**config.mk**
```make
export PLATFORM = sky130hd
export DESIGN_NAME = ppf_accum
export DESIGN_NICKNAME = d
export VERILOG_FILES = /design/src/projection_profile_peak_finder_assert.svh /design/src/ppf_pkg.sv /design/src/ppf_accum.sv
export SDC_FILE = /design/constraint.sdc
export NUM_CORES = 1
export LEC_CHECK = 0
export ABC_AREA = 1
export BUFFER_PORTS_ARGS = -buffer_cell sky130_fd_sc_hd__buf_2
export CAP_MARGIN = 10
export CORE_ASPECT_RATIO = 1.75
export CORE_MARGIN = 8
export CORE_UTILIZATION = 30
export DETAILED_ROUTE_END_ITERATION = 10
export PLACE_DENSITY = 0.56
export SETUP_SLACK_MARGIN = 0.5
export SLEW_MARGIN = 0
export SYNTH_ARGS = -nofsm -noshare
export SYNTH_HDL_FRONTEND = slang
export SYNTH_SLANG_ARGS = --single-unit
```
**constraint.sdc**
```tcl
create_clock -name clk -period 1.88 [get_ports clk]
set_clock_uncertainty 0.05 [all_clocks]
set_input_delay 0.094 -clock clk [delete_from_list [all_inputs] [get_ports clk]]
set_output_delay 0.094 -clock clk [all_outputs]
set_load 0.05 [all_outputs]
```
**src/projection_profile_peak_finder_assert.svh**
```systemverilog
// ----------------------------------------------------------------------------
// Assertion macros for the projection profile peak finder
// Clocked assertions on clk, held off while rst is high.
// ----------------------------------------------------------------------------
`ifndef PROJECTION_PROFILE_PEAK_FINDER_ASSERT_SVH
`define PROJECTION_PROFILE_PEAK_FINDER_ASSERT_SVH

// Condition must hold whenever the antecedent holds, same cycle
`define PPF_ASSERT_NOW(lbl, ante, cons, msg) \
  lbl: assert property (@(posedge clk) disable iff (rst) (ante) |-> (cons)) \
    else $error(msg);

// Condition must hold in the cycle after the antecedent
`define PPF_ASSERT_NEXT(lbl, ante, cons, msg) \
  lbl: assert property (@(posedge clk) disable iff (rst) (ante) |=> (cons)) \
    else $error(msg);

`endif

```
**src/ppf_pkg.sv**
```systemverilog
// ----------------------------------------------------------------------------
// ppf_pkg
// Shared types and constants of the projection profile peak finder.
// ----------------------------------------------------------------------------
`default_nettype none

package ppf_pkg;

  localparam int CHAN_W       = 8;
  localparam int COUNT_W      = 11;
  localparam int PEAK_LINE_W  = 10;
  localparam int SUPPRESS_W   = 6;
  localparam int CFG_INDEX_W  = 2;
  localparam int CFG_DATA_W   = 8;

  localparam logic [COUNT_W-1:0] COUNT_MAX = 11'h7FF;

  // Configuration register indexes
  localparam logic [CFG_INDEX_W-1:0] CFG_DARK_THRESHOLD  = 2'd0;
  localparam logic [CFG_INDEX_W-1:0] CFG_SUPPRESS_BEFORE = 2'd1;
  localparam logic [CFG_INDEX_W-1:0] CFG_SUPPRESS_AFTER  = 2'd2;

  // Reset values of the configuration registers
  localparam logic [CHAN_W-1:0]     DARK_THRESHOLD_RST  = 8'd200;
  localparam logic [SUPPRESS_W-1:0] SUPPRESS_BEFORE_RST = 6'd5;
  localparam logic [SUPPRESS_W-1:0] SUPPRESS_AFTER_RST  = 6'd4;

  typedef struct packed {
    logic [CHAN_W-1:0] pixel_red;
    logic [CHAN_W-1:0] pixel_green;
    logic [CHAN_W-1:0] pixel_blue;
    logic              line_end;
    logic              frame_end;
  } pixel_t;

  typedef struct packed {
    logic [PEAK_LINE_W-1:0] peak_line;
    logic [COUNT_W-1:0]     peak_count;
    logic                   last_peak;
  } peak_t;

  typedef struct packed {
    logic [CHAN_W-1:0]     dark_threshold;
    logic [SUPPRESS_W-1:0] suppress_before;
    logic [SUPPRESS_W-1:0] suppress_after;
  } cfg_t;

  typedef enum logic [1:0] {
    S_IDLE,
    S_SCAN,
    S_EMIT,
    S_CLEAR
  } search_state_t;

endpackage

`default_nettype wire

```
**src/ppf_accum.sv**
```systemverilog
// ----------------------------------------------------------------------------
// ppf_accum
// Counts dark pixels, stores up to MAX_LINES line counts and starts the search.
// ----------------------------------------------------------------------------
`default_nettype none

module ppf_accum #(
  parameter int MAX_LINES = 1024,
  parameter int IW        = 10,
  parameter int NW        = 11
) (
  input  wire logic                   clk,
  input  wire logic                   rst,
  input  wire logic                   accept,
  input  wire ppf_pkg::pixel_t        pixel,
  input  wire ppf_pkg::cfg_t          cfg,
  output logic                        mem_we,
  output logic [IW-1:0]               mem_addr,
  output logic [ppf_pkg::COUNT_W-1:0] mem_data,
  output logic                        search_go,
  output logic [NW-1:0]               frame_lines
);

  import ppf_pkg::*;

  logic [COUNT_W-1:0] running_count;
  logic [NW-1:0]      line_number;
  logic               dark;
  logic               close_line;
  logic               store;
  logic [COUNT_W-1:0] count_inc;
  logic [NW-1:0]      lines_after;

  // Classify pixel and bump the saturating count
  always_comb begin
    dark = (pixel.pixel_red   < cfg.dark_threshold) &&
           (pixel.pixel_green < cfg.dark_threshold) &&
           (pixel.pixel_blue  < cfg.dark_threshold);
    count_inc = (dark && (running_count != COUNT_MAX)) ? running_count + 1'b1
                                                       : running_count;
    close_line  = accept && (pixel.line_end || pixel.frame_end);
    store       = close_line && (line_number < NW'(MAX_LINES));
    lines_after = store ? line_number + 1'b1 : line_number;
  end

  // Store the closed line and hand the line total to the search
  always_comb begin
    mem_we      = store;
    mem_addr    = line_number[IW-1:0];
    mem_data    = count_inc;
    search_go   = accept && pixel.frame_end && (lines_after != '0);
    frame_lines = lines_after;
  end

  // Advance count and line number; drop both at frame end
  always_ff @(posedge clk) begin
    if (rst) begin
      running_count <= '0;
      line_number   <= '0;
    end else if (accept) begin
      running_count <= close_line ? '0 : count_inc;
      line_number   <= pixel.frame_end ? '0 : lines_after;
    end
  end

endmodule

`default_nettype wire

```
==> flow_metrics.py <==
metrics = {
    "outcome": {
        "outcome": "finished with violations",
        "violations": "negative setup slack",
    },
    "setup_path": {
        "worstPathRequired_ns": 1.74,
        "worst_path_most_repeated_cell": "buf_6",
        "crit_fanout": 4,
        "r2r_start": "running_count[1]$_SDFFE_PP0P_",
        "worstSetupStartpoint": "running_count[1]$_SDFFE_PP0P_",
        "crit_arrival_ns": 1.90,
        "rr_worst_depth": 12,
        "r2r_setup_slack_ns": -0.02,
        "crit_type": "reg -> out",
        "critPathSlowestCell": "dfxtp_4",
        "critPathCapture": "mem_data[1]",
        "r2r-end": "running_count[2]$_SDFFE_PP0P_",
        "cp-start-kind": "flop",
        "endpoint_kind": "primary output",
        "path_cells": "ha_4 > nand3_4 > nor2_4 > nand4_4 > buf_6 > buf_6 > nand3b_1 > and2_4 > buf_8",
        "cpPeakStageDelay_ns": 0.36,
    },
    "yosys": {
        "synth_top_family_by_area": "simple AND/OR/NAND/NOR gates",
        "yosys_warnings": 0,
        "synth-compound-area-share_pct": 8.78,
        "yosys.cell_types.count": 30,
        "synth_top_area_share_pct": 20.6,
        "yosys.area.top_type": "dfxtp_1",
        "seq_area_frac_synth_pct": 20.6,
        "synthAdderAreaFrac_pct": 13.5,
        "synth_area_mm2": 0.00214,
        "synth_common_cells": "nand2_1, inv_1, ha_1",
        "synthCells": 333,
        "synthMostInstantiatedCell": "nand2_1",
        "synth_simple_gate_area_share_pct": 38.3,
        "synthesis.nets": 405,
        "synthXorXnorAreaFrac_pct": 4.51,
        "synth.avg_cell_area_um2": 6.42,
        "synth_edf_count": 0,
        "synth_area_leaders": "dfxtp_1, nand2_1, ha_1",
        "muxShareOfSynthArea_pct": 0,
        "synth-async-reset-ratio_pct": 0,
        "synth_seq_cells": 22,
        "synth_flop_cell": "dfxtp_1",
    },
    "timing": {
        "min_period_over_period_pct": 109,
        "clock.fmax_ghz": 0.490,
        "fin_ws_ns": -0.162,
        "period_minus_slack_ns": 2.04,
        "tns_ns": -1.55,
        "worst_pin_slew_ns": 0.443,
        "hold_viol": 0,
        "slew_headroom_pct": 70.4,
        "rsz0062_at_grt": "yes",
        "slew_viol_final": 0,
        "setup_violations": 13,
    },
    "layout": {
        "drive_above_1_share_pct": 64.4,
        "utilization_pct": 61.7,
        "nNetsFinal": 534,
        "fillers": 614,
        "stdcell_count": 547,
        "syn2layout_area_growth_pct": 104,
        "antennaDiodeCount": 0,
    },
    "drt": {
        "drc": 0,
        "drt-pass1-iter-count": 4,
        "vias": 2534,
        "drt_iter0_markers": 64,
        "wl_um": 7310,
        "drtAntennaViolNets": 0,
        "routed_via_density": 4.63,
        "wl_per_cell_um": 13.4,
    },
    "run": {
        "cap_violations": 0,
    },
    "global_routing": {
        "met2_usage_pct": 27.8,
        "grt_use_met3_pct": 2.32,
        "first_global_vias": 2608,
        "grt_max_degree": 14,
        "grt_overflow": 0,
        "grtUsageTotal_pct": 13.8,
        "grt_pass1_wl_um": 11500,
        "grt_antenna_before_repair": 0,
        "grtUsageMet1_pct": 13.0,
        "grt-busiest-layer": "met2",
    },
    "die": {
        "dieHeight_um": 128,
        "die_x_um": 79.8,
        "start_util_pct": 30.2,
        "core_mm2": 0.00708,
        "io_pins": 83,
        "placement_rows": 41,
        "dieArea_mm2": 0.0102,
    },
    "placed_design": {
        "dp_slack_ns": -0.0575,
        "io_buffers": 70,
        "hpwl_um": 5210,
        "routabilityCongestion": 0.763,
        "placed_cells": 500,
    },
    "worst_hold_path": {
        "hp-class": "in -> reg",
    },
    "pwr": {
        "vdd_drop_max_mv": 0.277,
        "total_power_uw": 1800,
        "p_leak_uw": 0.00201,
        "power_density_mw_per_mm2": 411,
    },
    "clocking": {
        "cts_buffers": 3,
        "cts_buffer_depth": 2,
        "clk-insertion-delay-late_ns": 0.26,
        "cts_tree": "yes",
        "htreeDepth": 1,
        "cts_sinks": 22,
        "clock-root-buffer": "clkbuf_16",
        "cts.reportedPaths.clkPinSlew_ns": 0.07,
    },
}
## kinds of logic after synthesis
kind of cell             after synthesis
buffers and inverters                 70
flip-flops                            22
adder cells (fa/ha/maj)               23
XOR/XNOR                              11
AO/OA/AOI/OAI                         31
AND/OR/NAND/NOR                      176
## per-layer routing
layer / part of all wire (%) / vias to the layer above / wire length, um
met5: 0 / - / 0
met1: 36 / 1189 / 2620
met4: 1.5 / 0 / 106
li1: - / 1287 / -
met3: 4.9 / 7 / 358
met2: 58 / 51 / 4220
## power breakdown
group	switching (uW)	total [uW]	internal, uW
Clock	192	616	424
Combinational	371	716	345
Sequential	4.45	464	459
Total	568	1800	1230
## cell type report
class / instances / area, um2 / share of cell area (%)
tap: 86 / 108 / 2.46
sequential: 22 / 475 / 10.9
timing repair buffer: 139 / 1270 / 29.0
clock buffer: 3 / 75.1 / 1.72
inverter: 55 / 251 / 5.76
clock inverter: 1 / 30.0 / 0.688
multi-input combinational: 241 / 2160 / 49.4
## sequential cells by signal, indices dropped and copies added (netlist names)
signal,cells
line_number,11
running_count,11
## cells in the final DEF (no fill, tap or decap), types with 3 or more instances in the layout
cell type,instances
nand2_4,16
nor2_2,7
buf_2,44
buf_6,33
a21oi_1,9
inv_4,4
inv_2,8
clkbuf_16,3
nor2_1,10
nand2_2,21
nand3_2,12
nand2_1,73
nand3_4,10
dfxtp_2,4
and2_4,6
nor3_4,3
a21oi_2,14
buf_4,37
ha_4,11
nand3_1,3
buf_8,22
dfxtp_1,10
xor2_4,5
dfxtp_4,8
nor2_4,9
ha_1,10
inv_1,38
## how the worst min path moves through the flow
stage,startpoint,to,depth (start not counted)
after CTS,rst,line_number[7]$_SDFFE_PP0P_,2
after detailed placement,running_count[8]$_SDFFE_PP0P_,running_count[8]$_SDFFE_PP0P_,2
final,rst,line_number[7]$_SDFFE_PP0P_,2
after global routing,rst,running_count[3]$_SDFFE_PP0P_,2
after global placement,running_count[8]$_SDFFE_PP0P_,running_count[8]$_SDFFE_PP0P_,2
after floorplan,rst,line_number[10]$_SDFFE_PP0P_,3
## timing repair
item                                    in CTS  in global routing
pin swaps                                   61                 42
buffers inserted                            24                 18
gates resized for setup                    124                 66
cloned                                       1                  0
hold buffers                                 0                  0
endpoints found under the setup margin      38                 41
## worst max-delay path: cells and delay by family, from the launching register on
kind          cells  cell delay (ns)
fa+ha+maj         1             0.14
buf+inv           3             0.42
flops             1             0.36
simple gates      5             0.71
## metrics by stage
step | area, um2 | hold WS (ns)
finish | 4370 | 0.169
detailed placement | 3220 | 0.413
floorplan | 2660 | 0.189
CTS | 3990 | 0.162
global placement | 3220 | 0.403
global route | 4370 | 0.188
Note: power is estimated with default switching activity, not from simulation.
