File: src/projection_profile_peak_finder_assert.svh
// ----------------------------------------------------------------------------
// Assertion macros for the projection profile peak finder
// Clocked assertions on clk, held off while rst is high.
// ----------------------------------------------------------------------------
`ifndef PROJECTION_PROFILE_PEAK_FINDER_ASSERT_SVH
`define PROJECTION_PROFILE_PEAK_FINDER_ASSERT_SVH

// Condition must hold whenever the antecedent holds, same cycle
`define PPF_ASSERT_NOW(lbl, ante, cons, msg) \
  lbl: assert property (@(posedge clk) disable iff (rst) (ante) |-> (cons)) \
    else $error(msg);

// Condition must hold in the cycle after the antecedent
`define PPF_ASSERT_NEXT(lbl, ante, cons, msg) \
  lbl: assert property (@(posedge clk) disable iff (rst) (ante) |=> (cons)) \
    else $error(msg);

`endif

File: src/ppf_pkg.sv
// ----------------------------------------------------------------------------
// ppf_pkg
// Shared types and constants of the projection profile peak finder.
// ----------------------------------------------------------------------------
`default_nettype none

package ppf_pkg;

  localparam int CHAN_W       = 8;
  localparam int COUNT_W      = 11;
  localparam int PEAK_LINE_W  = 10;
  localparam int SUPPRESS_W   = 6;
  localparam int CFG_INDEX_W  = 2;
  localparam int CFG_DATA_W   = 8;

  localparam logic [COUNT_W-1:0] COUNT_MAX = 11'h7FF;

  // Configuration register indexes
  localparam logic [CFG_INDEX_W-1:0] CFG_DARK_THRESHOLD  = 2'd0;
  localparam logic [CFG_INDEX_W-1:0] CFG_SUPPRESS_BEFORE = 2'd1;
  localparam logic [CFG_INDEX_W-1:0] CFG_SUPPRESS_AFTER  = 2'd2;

  // Reset values of the configuration registers
  localparam logic [CHAN_W-1:0]     DARK_THRESHOLD_RST  = 8'd200;
  localparam logic [SUPPRESS_W-1:0] SUPPRESS_BEFORE_RST = 6'd5;
  localparam logic [SUPPRESS_W-1:0] SUPPRESS_AFTER_RST  = 6'd4;

  typedef struct packed {
    logic [CHAN_W-1:0] pixel_red;
    logic [CHAN_W-1:0] pixel_green;
    logic [CHAN_W-1:0] pixel_blue;
    logic              line_end;
    logic              frame_end;
  } pixel_t;

  typedef struct packed {
    logic [PEAK_LINE_W-1:0] peak_line;
    logic [COUNT_W-1:0]     peak_count;
    logic                   last_peak;
  } peak_t;

  typedef struct packed {
    logic [CHAN_W-1:0]     dark_threshold;
    logic [SUPPRESS_W-1:0] suppress_before;
    logic [SUPPRESS_W-1:0] suppress_after;
  } cfg_t;

  typedef enum logic [1:0] {
    S_IDLE,
    S_SCAN,
    S_EMIT,
    S_CLEAR
  } search_state_t;

endpackage

`default_nettype wire

File: src/ppf_search.sv
// ----------------------------------------------------------------------------
// ppf_search
// Peak search sequencer: scans all stored lines through one compare unit,
// emits the peak and clears its window, for PEAK_COUNT rounds.
// ----------------------------------------------------------------------------
`default_nettype none

module ppf_search #(
  parameter int PEAK_COUNT = 10,
  parameter int IW         = 10,
  parameter int NW         = 11
) (
  input  wire logic                   clk,
  input  wire logic                   rst,
  input  wire logic                   go,
  input  wire logic [NW-1:0]          frame_lines,
  input  wire ppf_pkg::cfg_t          cfg,
  output logic [IW-1:0]               rd_addr,
  input  wire logic [ppf_pkg::COUNT_W-1:0] rd_data,
  output logic                        clr_we,
  output logic [IW-1:0]               clr_addr,
  output logic                        busy,
  output logic                        done,
  output ppf_pkg::peak_t              peak
);

  import ppf_pkg::*;

  `include "projection_profile_peak_finder_assert.svh"

  localparam int RW = $clog2(PEAK_COUNT + 1);
  localparam int WW = NW + 7;

  search_state_t      state, state_next;
  logic [RW-1:0]      round;
  logic [NW-1:0]      n_lines;
  logic [NW-1:0]      issue_idx;
  logic               pend_valid;
  logic [NW-1:0]      pend_idx;
  logic [IW-1:0]      best;
  logic [COUNT_W-1:0] best_val;
  logic [IW-1:0]      clr_idx;
  logic [IW-1:0]      clr_hi;

  logic               issue_ok;
  logic               scan_last;
  logic               clear_last;
  logic               last_round;
  logic               start_scan;
  logic               take;
  logic [WW-1:0]      best_w;
  logic [WW-1:0]      before_w;
  logic [WW-1:0]      hi_raw;
  logic [WW-1:0]      top_line;
  logic [WW-1:0]      lo_w;
  logic [WW-1:0]      hi_w;

  // Scan and clear progress flags
  always_comb begin
    issue_ok   = (issue_idx < n_lines);
    scan_last  = pend_valid && (pend_idx == (n_lines - 1'b1));
    clear_last = (clr_idx == clr_hi);
    last_round = (round == RW'(PEAK_COUNT - 1));
    take       = pend_valid && (rd_data >= best_val);
  end

  // Window around the peak, clipped to the lines of the frame
  always_comb begin
    best_w   = WW'(best);
    before_w = WW'(cfg.suppress_before);
    hi_raw   = best_w + WW'(cfg.suppress_after);
    top_line = WW'(n_lines) - 1'b1;
    lo_w     = (best_w >= before_w) ? best_w - before_w : '0;
    hi_w     = (hi_raw > top_line) ? top_line : hi_raw;
  end

  // Next state and outputs
  always_comb begin
    state_next = state;
    start_scan = 1'b0;
    case (state)
      S_IDLE: begin
        if (go) begin
          state_next = S_SCAN;
          start_scan = 1'b1;
        end
      end
      S_SCAN: begin
        if (scan_last) begin
          state_next = S_EMIT;
        end
      end
      S_EMIT: begin
        state_next = S_CLEAR;
      end
      S_CLEAR: begin
        if (clear_last) begin
          if (last_round) begin
            state_next = S_IDLE;
          end else begin
            state_next = S_SCAN;
            start_scan = 1'b1;
          end
        end
      end
      default: begin
        state_next = S_IDLE;
      end
    endcase

    busy            = (state != S_IDLE);
    done            = (state == S_EMIT);
    peak.peak_line  = best_w[PEAK_LINE_W-1:0];
    peak.peak_count = best_val;
    peak.last_peak  = last_round;
    rd_addr         = issue_idx[IW-1:0];
    clr_we          = (state == S_CLEAR);
    clr_addr        = clr_idx;
  end

  // Hold state, round and read pipeline flag
  always_ff @(posedge clk) begin
    if (rst) begin
      state      <= S_IDLE;
      round      <= '0;
      pend_valid <= 1'b0;
    end else begin
      state      <= state_next;
      pend_valid <= (state == S_SCAN) && issue_ok && !start_scan;
      if (state == S_IDLE && go) begin
        round <= '0;
      end else if (state == S_CLEAR && clear_last) begin
        round <= round + 1'b1;
      end
    end
  end

  // Scan, compare and clear datapath
  always_ff @(posedge clk) begin
    if (state == S_IDLE && go) begin
      n_lines <= frame_lines;
    end
    if (start_scan) begin
      issue_idx <= '0;
      best      <= '0;
      best_val  <= '0;
    end else begin
      case (state)
        S_SCAN: begin
          if (issue_ok) begin
            issue_idx <= issue_idx + 1'b1;
          end
          pend_idx <= issue_idx;
          if (take) begin
            best     <= pend_idx[IW-1:0];
            best_val <= rd_data;
          end
        end
        S_EMIT: begin
          clr_idx <= lo_w[IW-1:0];
          clr_hi  <= hi_w[IW-1:0];
        end
        S_CLEAR: begin
          clr_idx <= clr_idx + 1'b1;
        end
        default: begin
        end
      endcase
    end
  end

  `PPF_ASSERT_NOW(a_clear_in_window, state == S_CLEAR, clr_idx <= clr_hi,
    "clear index ran past the window")
  `PPF_ASSERT_NOW(a_clear_in_frame, state == S_CLEAR, NW'(clr_hi) < n_lines,
    "clear window beyond the stored lines")
  `PPF_ASSERT_NOW(a_read_in_frame, pend_valid, pend_idx < n_lines,
    "scan read beyond the stored lines")
  `PPF_ASSERT_NEXT(a_emit_then_clear, state == S_EMIT, state == S_CLEAR,
    "peak not followed by its clear pass")

endmodule

`default_nettype wire

File: config.mk
export PLATFORM = sky130hd
export DESIGN_NAME = ppf_search
export DESIGN_NICKNAME = d
export VERILOG_FILES = /design/src/ppf_pkg.sv /design/src/ppf_search.sv
export VERILOG_INCLUDE_DIRS = /design/src /design/src/src
export SDC_FILE = /design/constraint.sdc
export NUM_CORES = 1
export LEC_CHECK = 0
export BUFFER_PORTS_ARGS = -buffer_cell sky130_fd_sc_hd__buf_2
export CORE_AREA = 5 5 105 107
export CTS_CLUSTER_SIZE = 25
export DETAILED_ROUTE_END_ITERATION = 8
export DIE_AREA = 0 0 110 112
export HOLD_SLACK_MARGIN = 0.03
export PLACE_DENSITY = 0.81
export SLEW_MARGIN = 15
export SYNTH_ARGS = -nofsm -noshare
export SYNTH_HDL_FRONTEND = slang
export SYNTH_SLANG_ARGS = --single-unit
File: constraint.sdc
create_clock -name clk -period 4.75 [get_ports clk]
set_input_delay 0.95 -clock clk [delete_from_list [all_inputs] [get_ports clk]]
set_output_delay 0.95 -clock clk [all_outputs]
set_load 0.02 [all_outputs]
==> qor.yml <==
pwr:
  powerDensity_nw_per_um2: 496
  power.share.sequential: 0.396
  clock_power_share: 0.169
  p_sw_mw: 1.21
  sw_frac_of_total: 0.409
  ir_drop_v: 0.000231
  report.power.total_mw: 2.95
  p_comb_frac: 0.435
  p_leak_nw: 2.88
  p_int_mw: 1.75
timing:
  relSlewSlack: 0.302
  drv_slew: 0
  worst_pin_slew_ns: 1.05
  finalCritPeriodShare: 0.915
  period_needed_ns: 4.35
  hold_slack_ns: 0.502
  fin_worst_skew_ns: 0.0106
  rsz0062_at_grt: "no"
  finalHoldViolations: 0
  setup_viol_count_final: 0
  fmax_ghz: 0.230
  fin_setup_tns_ns: 0
final_layout:
  num_antenna_cells: 0
  final_cell_mix: "buf_2 (81), ha_1 (54), inv_1 (51)"
  final_common_cell: "buf_2"
  multiInputGateArea_sq_um: 2910
  drive_above_1_share: 0.192
  finalNonFillerCells: 740
  areaGrowthSynthToFinish_pct: 12.2
  finalNetCount: 700
  seq_area_sq_um: 2040
  final.fill_count: 873
yosys:
  synthMuxAreaShare: 0.0622
  synth_flop_cell: "edfxtp_1"
  yosysSeqAreaShare: 0.385
  ys_seq_elements: 81
  avgSynthCellArea_sq_um: 10.0
  synthCells: 529
  ys_types: 60
  synth_edf_count: 42
  yosys_warnings: 0
  synth_fa_ha_area_frac: 0.135
  synth-compound-area-share: 0.123
  yosys.area_share.simple: 0.132
  synth_nets: 630
  syn-cell-area_sq_um: 5310
  synth_top_family_by_area: "adder cells"
  yosys.area_share.xor_xnor: 0.0941
  async_reset_ff_frac: 0
placement:
  dp_cells: 724
  portBuffers: 81
  place_congestion: 0.940
  dp_hpwl_um: 9390
floorplanning:
  die_area_sq_um: 12300
  io_pins: 90
  die_w_um: 110
  rows: 37
  coreArea_sq_um: 10000
  die-height_um: 112
  initial_core_util: 0.528
clock_tree:
  root_buffer: "clkbuf_8"
  cts_resized: 0
  clock_latency_ns: 0.36
  cts_tree: "yes"
  path_clk_slew_ns: 0.08
  cts_buffer_depth: 2
  cts-hold-fix-buffers: 0
  clock_sinks: 81
  htreeDepth: 3
  cts-buffers-inserted: 9
  cts_setup_buffers: 0
global_route:
  track_usage: 0.200
  grt_pass1_vias: 4423
  grt_first_pass_wirelength_um: 19900
  grt_start_max_net_pins: 34
  overflow: 0
  antenna_found_initial: 0
critical_path:
  critPathArrivalTime_ns: 4.54
  max_stage_delay_ns: 0.36
  cp_num_buf_inv: 2
  path_cells: "buf_2, ha_1, a21o_1, a21oi_1, o21bai_1, a21oi_1, nor2b_1, o21ai_0, xor2_1, inv_1, ha_1, a21o_1, a21o_1, a211o_1, a21oi_1, a211o_1, mux2i_1"
  path_class: "input pin to flip-flop"
  worst_setup_path_start_kind: "input pin"
  crit_family: "compound AO/OA/AOI/OAI gates"
  worstSetupEndpointType: "flip-flop"
  cp.required_ns: 4.94
  crit_fanout: 6
  crit_slowest_cell: "a211o_1"
drt:
  drc: 0
  wl_per_cell_um: 15.8
  ant_nets: 0
  via_count: 4135
  dr.pass1.iters: 4
  drt_iter0_markers: 208
  routed_wl_um: 11700
  drt-vias-per-instance: 5.59
run_status:
  status: "completed"
min_path:
  hold_path_class: "flip-flop to flip-flop"
flow_run:
  maxCapViolCount: 0
-- worst reg2reg max path, stage by stage (launching register included) --
cell	delay (ns)
dfxtp_1	0.48
ha_1	0.29
a21o_1	0.18
a21oi_1	0.24
o21bai_1	0.11
a21oi_1	0.23
nor2b_1	0.09
o21ai_0	0.21
xor2_1	0.24
inv_1	0.07
ha_1	0.32
a21o_1	0.19
a21o_1	0.17
a211o_1	0.29
a21oi_1	0.25
a211o_1	0.36
mux2i_1	0.26
-- worst paths after layout --
kind                               start  slack (ns)        end  cells past startpoint
worst min-delay path            round[1]        0.50   round[1]                      2
worst max-delay path              cfg[1]        0.40  clr_hi[2]                     17
worst min register to register  round[1]        0.50   round[1]                      2
worst max register to register   best[1]        0.62  clr_hi[2]                     16
-- flip-flops by register name (all words and copies together) (netlist names) --
register / cells
best: 10
best_val: 11
clr_addr: 10
clr_hi: 10
issue_idx: 11
n_lines: 11
pend_idx: 11
pend_valid: 1
round: 4
state: 2
-- Yosys cell counts, types with 2 or more instances --
cell type,number,share of area
and4_1,3,0.0050
a211o_1,3,0.0050
o21ai_0,6,0.0057
and3_1,10,0.012
or2_2,3,0.0035
o21bai_1,3,0.0042
o2111ai_1,3,0.0050
a21o_1,17,0.024
nand4_1,11,0.013
a31oi_1,3,0.0035
fa_1,2,0.0075
nor2b_1,5,0.0059
edfxtp_1,42,0.24
nor3_1,6,0.0057
xor2_1,25,0.041
inv_1,51,0.036
buf_4,11,0.016
dfxtp_1,39,0.15
nand2_1,14,0.0099
xnor2_1,32,0.053
ha_1,54,0.13
mux2i_1,33,0.062
a21oi_1,19,0.018
clkbuf_1,9,0.0064
o21a_1,4,0.0057
nor2_1,44,0.031
o211ai_1,2,0.0028
nor2_2,2,0.0024
o21ai_1,6,0.0057
nand3_1,16,0.015
o2111a_1,2,0.0042
a211oi_1,2,0.0028
nand2b_1,5,0.0059
and2_1,3,0.0035
buf_6,3,0.0064
nor3_2,2,0.0038
o22ai_1,10,0.012
buf_2,2,0.0019
-- cells by family after synthesis --
logic type / Yosys count
xor gates and xnor gates: 57
and+or+nand+nor: 133
buffers and inverters: 77
AOI/OAI and AO/OA: 92
DFF: 81
muxes: 33
adders and majority gates: 56
-- layer usage --
layer / global-route usage / up-vias / routed length (um)
met5: 0 / - / 0
met4: 0.0748 / 0 / 266
met3: 0.0481 / 26 / 708
met2: 0.349 / 115 / 6040
met1: 0.235 / 1980 / 4700
li1: - / 2014 / -
-- metrics by stage --
stage,utilization,area [sq um],setup WS (ns)
final,0.593,5960,0.402
after global routing,0.593,5960,0.205
after CTS,0.593,5960,0.451
after detailed placement,0.573,5750,0.0819
after global placement,0.573,5750,0.289
after floorplan,-,5310,0.516
-- power groups by stage --
stage	Clock (mW)	Sequential [mW]	Combinational [mW]
global route	0.536	1.20	1.43
detailed placement	0	1.19	1.29
CTS	0.508	1.17	1.29
floorplan	0	1.19	0.914
global placement	0	1.17	1.23
finish	0.500	1.17	1.28
-- area by class of cell --
| class | instances | area share |
|---|---|---|
| Clock buffer | 13 | 0.0303 |
| Sequential cell | 81 | 0.343 |
| Multi-Input combinational cell | 371 | 0.488 |
| Inverter | 52 | 0.0351 |
| Tap cell | 136 | 0.0286 |
| Timing Repair Buffer | 84 | 0.0718 |
| Clock inverter | 3 | 0.00357 |
(Power assumes the default switching activity.)
